<file path="src/hw/rtl/tsm_pkg.sv">
`default_nettype none
package tsm_pkg;

  // Field widths fixed by the item format.
  localparam int VAL_W  = 32;
  localparam int FUNC_W = 2;

  // Default run depth and internal queue depths.
  localparam int RUN_DEPTH_DEF = 32;
  localparam int CMD_DEPTH     = 4;
  localparam int RES_DEPTH     = 2;

  // Function codes on the input port.
  localparam logic [FUNC_W-1:0] FUNC_APPEND_A = 2'd0;
  localparam logic [FUNC_W-1:0] FUNC_APPEND_B = 2'd1;
  localparam logic [FUNC_W-1:0] FUNC_MERGE    = 2'd2;

  // Decoded operation handed from the front to the back.
  typedef enum logic [1:0] {
    OP_APPEND_A,
    OP_APPEND_B,
    OP_MERGE
  } op_t;

  typedef struct packed {
    op_t                     op;
    logic signed [VAL_W-1:0] value;
  } cmd_t;

  typedef struct packed {
    logic signed [VAL_W-1:0] value;
    logic                    last;
  } res_t;

  // Back-end sequencer states.
  typedef enum logic [1:0] {
    ST_IDLE,
    ST_PRIME,
    ST_MERGE
  } state_t;

endpackage
`default_nettype wire

</file>
<file path="src/hw/rtl/tsm_fifo.sv">
`default_nettype none
module tsm_fifo #(
  parameter int W     = 8,
  parameter int DEPTH = 4
) (
  input  wire logic         clk,
  input  wire logic         rst,
  input  wire logic         push,
  input  wire logic [W-1:0] din,
  output logic              full,
  input  wire logic         pop,
  output logic [W-1:0]      dout,
  output logic              empty
);

  localparam int PW = (DEPTH > 1) ? $clog2(DEPTH) : 1;
  localparam int CNTW = $clog2(DEPTH + 1);

  logic [W-1:0]    mem [DEPTH];
  logic [PW-1:0]   wptr;
  logic [PW-1:0]   rptr;
  logic [CNTW-1:0] count;
  logic            push_ok;
  logic            pop_ok;

  // Status flags and the head entry.
  assign full    = (count == CNTW'(DEPTH));
  assign empty   = (count == '0);
  assign push_ok = push && !full;
  assign pop_ok  = pop && !empty;
  assign dout    = mem[rptr];

  // Pointers wrap at the queue depth.
  always_ff @(posedge clk) begin
    if (rst) begin
      wptr  <= '0;
      rptr  <= '0;
      count <= '0;
    end else begin
      if (push_ok) begin
        wptr <= (wptr == PW'(DEPTH - 1)) ? '0 : wptr + PW'(1);
      end
      if (pop_ok) begin
        rptr <= (rptr == PW'(DEPTH - 1)) ? '0 : rptr + PW'(1);
      end
      if (push_ok && !pop_ok) begin
        count <= count + CNTW'(1);
      end else if (pop_ok && !push_ok) begin
        count <= count - CNTW'(1);
      end
    end
  end

  // Storage needs no reset.
  always_ff @(posedge clk) begin
    if (push_ok) begin
      mem[wptr] <= din;
    end
  end

endmodule
`default_nettype wire

</file>
<file path="src/hw/rtl/tsm_front.sv">
`default_nettype none
module tsm_front import tsm_pkg::*; (
  input  wire logic                    push,
  input  wire logic [FUNC_W-1:0]       func,
  input  wire logic signed [VAL_W-1:0] value,
  output logic                         full,
  output logic                         q_push,
  output cmd_t                         q_cmd,
  input  wire logic                    q_full
);

  logic known;

  // Decode the function code; the unused code is accepted and dropped.
  always_comb begin
    known       = 1'b1;
    q_cmd.op    = OP_MERGE;
    q_cmd.value = value;
    case (func)
      FUNC_APPEND_A: begin
        q_cmd.op = OP_APPEND_A;
      end
      FUNC_APPEND_B: begin
        q_cmd.op = OP_APPEND_B;
      end
      FUNC_MERGE: begin
        q_cmd.op = OP_MERGE;
      end
      default: begin
        known = 1'b0;
      end
    endcase
  end

  // A beat is taken whenever the command queue has room.
  assign full   = q_full;
  assign q_push = push && !q_full && known;

endmodule
`default_nettype wire

</file>
<file path="src/hw/rtl/tsm_back.sv">
`default_nettype none
module tsm_back import tsm_pkg::*; #(
  parameter int RUN_DEPTH = RUN_DEPTH_DEF
) (
  input  wire logic clk,
  input  wire logic rst,
  input  wire cmd_t cmd,
  input  wire logic cmd_empty,
  output logic      cmd_pop,
  output logic      res_push,
  output res_t      res,
  input  wire logic res_full
);

  localparam int AW = (RUN_DEPTH > 1) ? $clog2(RUN_DEPTH) : 1;
  localparam int CW = $clog2(RUN_DEPTH + 1);

  logic signed [VAL_W-1:0] mem_a [RUN_DEPTH];
  logic signed [VAL_W-1:0] mem_b [RUN_DEPTH];
  logic signed [VAL_W-1:0] rd_a;
  logic signed [VAL_W-1:0] rd_b;

  state_t        state;
  state_t        state_next;
  logic [CW-1:0] cnt_a;
  logic [CW-1:0] cnt_a_next;
  logic [CW-1:0] cnt_b;
  logic [CW-1:0] cnt_b_next;
  logic [CW-1:0] i;
  logic [CW-1:0] i_next;
  logic [CW-1:0] j;
  logic [CW-1:0] j_next;
  logic          wr_a;
  logic          wr_b;
  logic          a_ok;
  logic          b_ok;
  logic          take_a;
  logic          is_last;

  // Head selection: the first run wins only when strictly smaller.
  assign a_ok   = (i < cnt_a);
  assign b_ok   = (j < cnt_b);
  assign take_a = a_ok && (!b_ok || (rd_a < rd_b));
  assign is_last = take_a ? ((i + CW'(1) == cnt_a) && !b_ok)
                          : ((j + CW'(1) == cnt_b) && !a_ok);

  assign res.value = take_a ? rd_a : rd_b;
  assign res.last  = is_last;

  // Sequencer: an append is handled in the idle state, a merge primes the read
  // ports and then emits one beat per cycle while the result queue has room.
  always_comb begin
    state_next = state;
    cnt_a_next = cnt_a;
    cnt_b_next = cnt_b;
    i_next     = i;
    j_next     = j;
    cmd_pop    = 1'b0;
    res_push   = 1'b0;
    wr_a       = 1'b0;
    wr_b       = 1'b0;
    case (state)
      ST_IDLE: begin
        if (!cmd_empty) begin
          cmd_pop = 1'b1;
          case (cmd.op)
            OP_APPEND_A: begin
              if (cnt_a < CW'(RUN_DEPTH)) begin
                wr_a       = 1'b1;
                cnt_a_next = cnt_a + CW'(1);
              end
            end
            OP_APPEND_B: begin
              if (cnt_b < CW'(RUN_DEPTH)) begin
                wr_b       = 1'b1;
                cnt_b_next = cnt_b + CW'(1);
              end
            end
            OP_MERGE: begin
              if ((cnt_a != '0) || (cnt_b != '0)) begin
                state_next = ST_PRIME;
              end
            end
            default: begin
              state_next = ST_IDLE;
            end
          endcase
        end
      end
      ST_PRIME: begin
        state_next = ST_MERGE;
      end
      ST_MERGE: begin
        if (!res_full) begin
          res_push = 1'b1;
          if (take_a) begin
            i_next = i + CW'(1);
          end else begin
            j_next = j + CW'(1);
          end
          if (is_last) begin
            state_next = ST_IDLE;
            cnt_a_next = '0;
            cnt_b_next = '0;
            i_next     = '0;
            j_next     = '0;
          end
        end
      end
      default: begin
        state_next = ST_IDLE;
      end
    endcase
  end

  // Control registers.
  always_ff @(posedge clk) begin
    if (rst) begin
      state <= ST_IDLE;
      cnt_a <= '0;
      cnt_b <= '0;
      i     <= '0;
      j     <= '0;
    end else begin
      state <= state_next;
      cnt_a <= cnt_a_next;
      cnt_b <= cnt_b_next;
      i     <= i_next;
      j     <= j_next;
    end
  end

  // Run buffers; the read registers follow the next head index.
  always_ff @(posedge clk) begin
    if (wr_a) begin
      mem_a[cnt_a[AW-1:0]] <= cmd.value;
    end
    if (wr_b) begin
      mem_b[cnt_b[AW-1:0]] <= cmd.value;
    end
    rd_a <= mem_a[i_next[AW-1:0]];
    rd_b <= mem_b[j_next[AW-1:0]];
  end

endmodule
`default_nettype wire

</file>
<file path="src/hw/rtl/two_way_sorted_merge.sv">
`default_nettype none
// Channel   Ports                     Handshake
// input     func, value               beat taken when push && !full
// result    value_res, last           beat taken when pop && !empty
//
// The front takes one beat per cycle into a four-entry command queue.
// An append is handled by the back end in its idle state. A merge of N stored
// values is dequeued in the idle state, primes the run buffer read registers,
// then emits its N result beats one per cycle while the result queue has room.
// Reset (rst, synchronous) empties both runs and both queues.
// A full result queue stalls the merge; a full command queue raises full.
module two_way_sorted_merge import tsm_pkg::*; #(
  parameter int RUN_DEPTH = RUN_DEPTH_DEF
) (
  input  wire logic                    clk,
  input  wire logic                    rst,
  input  wire logic                    push,
  output logic                         full,
  input  wire logic [FUNC_W-1:0]       func,
  input  wire logic signed [VAL_W-1:0] value,
  output logic                         empty,
  input  wire logic                    pop,
  output logic signed [VAL_W-1:0]      value_res,
  output logic                         last
);

  logic                 q_push;
  cmd_t                 q_cmd;
  logic                 q_full;
  logic [$bits(cmd_t)-1:0] q_dout;
  logic                 q_empty;
  logic                 q_pop;
  logic                 r_push;
  res_t                 r_din;
  logic                 r_full;
  logic [$bits(res_t)-1:0] r_dout;
  res_t                 r_head;

  // Front end: decode and enqueue.
  tsm_front u_front (
    .push   (push),
    .func   (func),
    .value  (value),
    .full   (full),
    .q_push (q_push),
    .q_cmd  (q_cmd),
    .q_full (q_full)
  );

  // Command queue between front and back.
  tsm_fifo #(
    .W     ($bits(cmd_t)),
    .DEPTH (CMD_DEPTH)
  ) u_cmd_q (
    .clk   (clk),
    .rst   (rst),
    .push  (q_push),
    .din   (q_cmd),
    .full  (q_full),
    .pop   (q_pop),
    .dout  (q_dout),
    .empty (q_empty)
  );

  // Back end: run buffers and merge sequencer.
  tsm_back #(
    .RUN_DEPTH (RUN_DEPTH)
  ) u_back (
    .clk       (clk),
    .rst       (rst),
    .cmd       (cmd_t'(q_dout)),
    .cmd_empty (q_empty),
    .cmd_pop   (q_pop),
    .res_push  (r_push),
    .res       (r_din),
    .res_full  (r_full)
  );

  // Result queue toward the consumer.
  tsm_fifo #(
    .W     ($bits(res_t)),
    .DEPTH (RES_DEPTH)
  ) u_res_q (
    .clk   (clk),
    .rst   (rst),
    .push  (r_push),
    .din   (r_din),
    .full  (r_full),
    .pop   (pop),
    .dout  (r_dout),
    .empty (empty)
  );

  assign r_head    = res_t'(r_dout);
  assign value_res = r_head.value;
  assign last      = r_head.last;

endmodule
`default_nettype wire

</file>
<file path="config.mk">
export PLATFORM = sky130hd
export DESIGN_NAME = two_way_sorted_merge
export DESIGN_NICKNAME = d
export VERILOG_FILES = /design/src/hw/rtl/tsm_pkg.sv /design/src/hw/rtl/tsm_fifo.sv /design/src/hw/rtl/tsm_front.sv /design/src/hw/rtl/tsm_back.sv /design/src/hw/rtl/two_way_sorted_merge.sv
export SDC_FILE = /design/constraint.sdc
export NUM_CORES = 2
export LEC_CHECK = 0
export CORE_MARGIN = 2
export CORE_UTILIZATION = 60
export DETAILED_ROUTE_END_ITERATION = 10
export DONT_BUFFER_PORTS = 1
export PLACE_DENSITY = 0.76
export SYNTH_ARGS = -nofsm -noshare
export SYNTH_HDL_FRONTEND = slang
export SYNTH_SLANG_ARGS = --single-unit
</file>
<file path="constraint.sdc">
create_clock -name clk -period 4.85 [get_ports clk]
set_input_delay 0.2425 -clock clk [delete_from_list [all_inputs] [get_ports clk]]
set_output_delay 0.2425 -clock clk [all_outputs]
set_load 0.03 [all_outputs]
</file>
==> run summary <==
Port Buffers -> 0
Most frequent cells in the layout -> 2250 x edfxtp_1, 592 x nand2_1, 451 x a211oi_1, 450 x and3_1, 349 x a21oi_1
CTS tree -> yes
Fraction of layout instances using a drive strength above 1 -> 13.7%
Final ANT Viol Nets -> 0
DP Area -> 98700 sq um
Row count -> 144
Starting DRT DRC Count -> 8843
Clock Latency Late Sink -> 0.87 ns
Vias in the first global route -> 57662
Slew Viols, Final -> 0
FF-to-FF Start -> u_back.rd_b[1]$_DFF_P_
Peak Freq -> 209 MHz
CP arrival -> 5.50 ns
Top-Level Pins -> 73
Final core utilization -> 69.0%
Die area -> 159000 sq um
Sequential share of power -> 48.5%
# DRC -> 0
Detailed Route WL -> 254 mm
Final hold vios -> 0
Net Switching -> 16.5 mW
Syn_area_per_cell -> 14.9 sq um
Core footprint -> 154000 sq um
Netlist Area Pre-Place -> 93600 sq um
Root Driver -> clkbuf_16
Max IR drop VDD -> 411 uV
GP Congestion -> 0.889
Initial Utilization -> 60.6%
Max-cap viol count -> 0
Power consumption -> 55.1 mW
Setup CP Type -> register to register
Final Critical Period -> 4.79 ns
Final setup fails -> 0
Worst slack, placed -> -0.785 ns
Origin of the worst setup path -> u_back.rd_b[1]$_DFF_P_
Commonest non-fill, non-tap cell in the layout -> edfxtp_1
H-tree depth -> 4
Hold_sp -> value[9]
Combinational Power Share -> 21.3%
Detailed Place HPWL -> 147 mm
CP Launch Type -> register
Register area share after synthesis -> 74.4%
Ys async rst share -> 0%
Syn_nets -> 6390
Status -> completed
Rel. slew slack -> 10.5%
Cts bufs inserted -> 219
Worst Setup End Kind -> register
Crit path required time -> 5.57 ns
Count of different cell masters after synthesis -> 80
CTS sink count -> 2354
Via count -> 58994
WL/cell -> 29.2 um
DRT Pass-1 Iters -> 8
Crit path max fanout -> 31
Setup WS post-layout -> 0.0634 ns
Max clock buf depth -> 3
Hold Crit Class -> input port to register
Die Y -> 399 um
Mean number of vias per cell -> 6.79
Yosys reg bits -> 2354
Switching share of total power -> 30.0%
Fin area -> 107000 sq um
PD cells -> 517 nW/um^2
Nets -> 6544
Leakage Power -> 35.9 nW
Cell-internal power -> 38.6 mW
Die Wd -> 399 um
Area growth syn-to-layout -> 13.9%
Antenna violations before repair -> 4
First-pass GRT wire length -> 370 mm
Crit share post-route -> 98.7%
Skew final -> 0.0344 ns
Top_reg_cell synth -> edfxtp_1
Clock network fraction of design power -> 30.1%
Post-synth EDFFs -> 2250
Largest net degree at the start of global routing -> 118
Tot GR Track Use -> 31.5%
Syn Inst Count -> 6291
Worst Tran Pin Value -> 1.34 ns
Worst-path clk slew -> 0.07 ns
RSZ-0062 raised after global routing -> false
GR Overflow Total -> 0
Synth Warn # -> 0
## synthesized netlist by cell type, drive strengths merged, types with 8 or more instances
library cell / instances / share of area [%]
edfxtp: 2250 / 72
mux4: 34 / 0.82
xor2: 9 / 0.084
a31oi: 41 / 0.29
inv: 81 / 0.32
nand2: 594 / 2.4
a22oi: 129 / 1.0
o2bb2ai: 30 / 0.28
nand3: 223 / 1.2
nor3: 77 / 0.42
mux2: 34 / 0.41
mux2i: 101 / 1.1
buf: 189 / 1.1
ha: 60 / 0.80
nor2b: 8 / 0.053
and3: 451 / 3.0
nor4b: 33 / 0.52
xnor2: 14 / 0.13
clkbuf: 286 / 1.1
a21oi: 352 / 1.9
nor4: 9 / 0.067
and2: 9 / 0.060
a2111o: 34 / 0.41
nor2: 113 / 0.45
nand4: 40 / 0.27
o21bai: 124 / 0.99
dfxtp: 104 / 2.2
o21ai: 209 / 1.1
o22ai: 97 / 0.65
a211oi: 453 / 3.7
a311oi: 34 / 0.32
## final timing paths
check	end	slack [ns]	cells past startpoint
worst max-delay path	u_back.rd_b[28]$_DFF_P_	0.06	16
worst min-delay path	u_cmd_q.mem[0][9]$_DFFE_PP_	0.1	1
worst max register to register	u_back.rd_b[28]$_DFF_P_	0.06	16
worst min register to register	u_res_q.rptr$_SDFFE_PP0P_	0.54	2
## critical path, stage by stage, from the launching register on
cell and delay [ns]:
dfxtp_1 0.47, inv_1 0.11, ha_1 0.33, a2111oi_2 0.57, or4b_1 0.25, a31oi_2 0.08
buf_4 0.16, a2111o_1 0.49, buf_4 0.21, nand3_4 0.19, and2_4 0.41, buf_12 0.22
buf_12 0.21, nand2_1 0.07, a311oi_1 0.27, a2111o_1 0.19, nor4b_2 0.38
## power groups by stage
stage,logic (mW),clock network (mW),registers [mW]
final,11.8,16.6,26.7
after global routing,12.4,17.5,26.8
after CTS,11.4,16.7,26.7
after detailed placement,11.2,0,27.1
after global placement,10.9,0,27.1
after floorplan,6.09,0,26.8
## sequential cells by signal, indices dropped and copies added, names as in the netlist, 3 cells and up, named ones only
| signal | flops |
|---|---|
| u_back.i | 6 |
| u_back.mem_b | 1024 |
| u_back.cnt_a | 6 |
| u_back.j | 6 |
| u_cmd_q.count | 3 |
| u_back.cnt_b | 6 |
| u_res_q.mem | 66 |
| u_back.mem_a | 1024 |
| u_cmd_q.mem | 136 |
| u_back.rd_a | 32 |
| u_back.rd_b | 32 |
## layout make-up
| type | instances | area [sq um] |
|---|---|---|
| Fill cell | 9577 | 47900 |
| Inverter | 86 | 323 |
| Timing Repair Buffer | 407 | 4640 |
| Multi-Input combinational cell | 3377 | 22500 |
| Sequential cell | 2354 | 69700 |
| Clock buffer | 294 | 5900 |
| Antenna cell | 2 | 5.00 |
| Tap cell | 2044 | 2560 |
| Clock inverter | 118 | 1010 |
## logic make-up (layout without fill, tap and decap cells)
group	Yosys count	after routing	synth area share, %
buf+inv	561	905	2.55
flops	2354	2354	74.4
mux	169	169	2.31
simple gates	1581	1582	8.64
xor+xnor	23	23	0.215
other cells	0	2	0
compound gates	1542	1542	11.0
fa+ha+maj	61	61	0.824
## through the flow
stage / hold slack, ns / std cells / TNS, ns
6_report: 0.0970 / 8682 / 0
5_1_grt: 0.0880 / 8680 / 0
4_1_cts: 0.0504 / 8659 / 0
3_5_place_dp: 0.333 / 8207 / -11.23
3_3_place_gp: 0.326 / 8207 / -11.70
2_1_floorplan: 0.341 / 6291 / 0
## what timing repair did
item,CTS,global route
setup buffers,0,16
pin swaps,5,11
gates resized for setup,29,25
cloned,0,5
endpoints found under the hold margin,176,0
hold buffers,40,0
endpoints found under the setup margin,64,36
## routing by layer
layer | up-vias | wire (um) | global-route usage [%]
li1 | 24963 | - | -
met1 | 29436 | 93400 | 43.6
met2 | 3947 | 119000 | 49.0
met3 | 642 | 28000 | 5.53
met4 | 6 | 13000 | 15.1
met5 | - | 47 | 0
(Power assumes the default switching activity.)
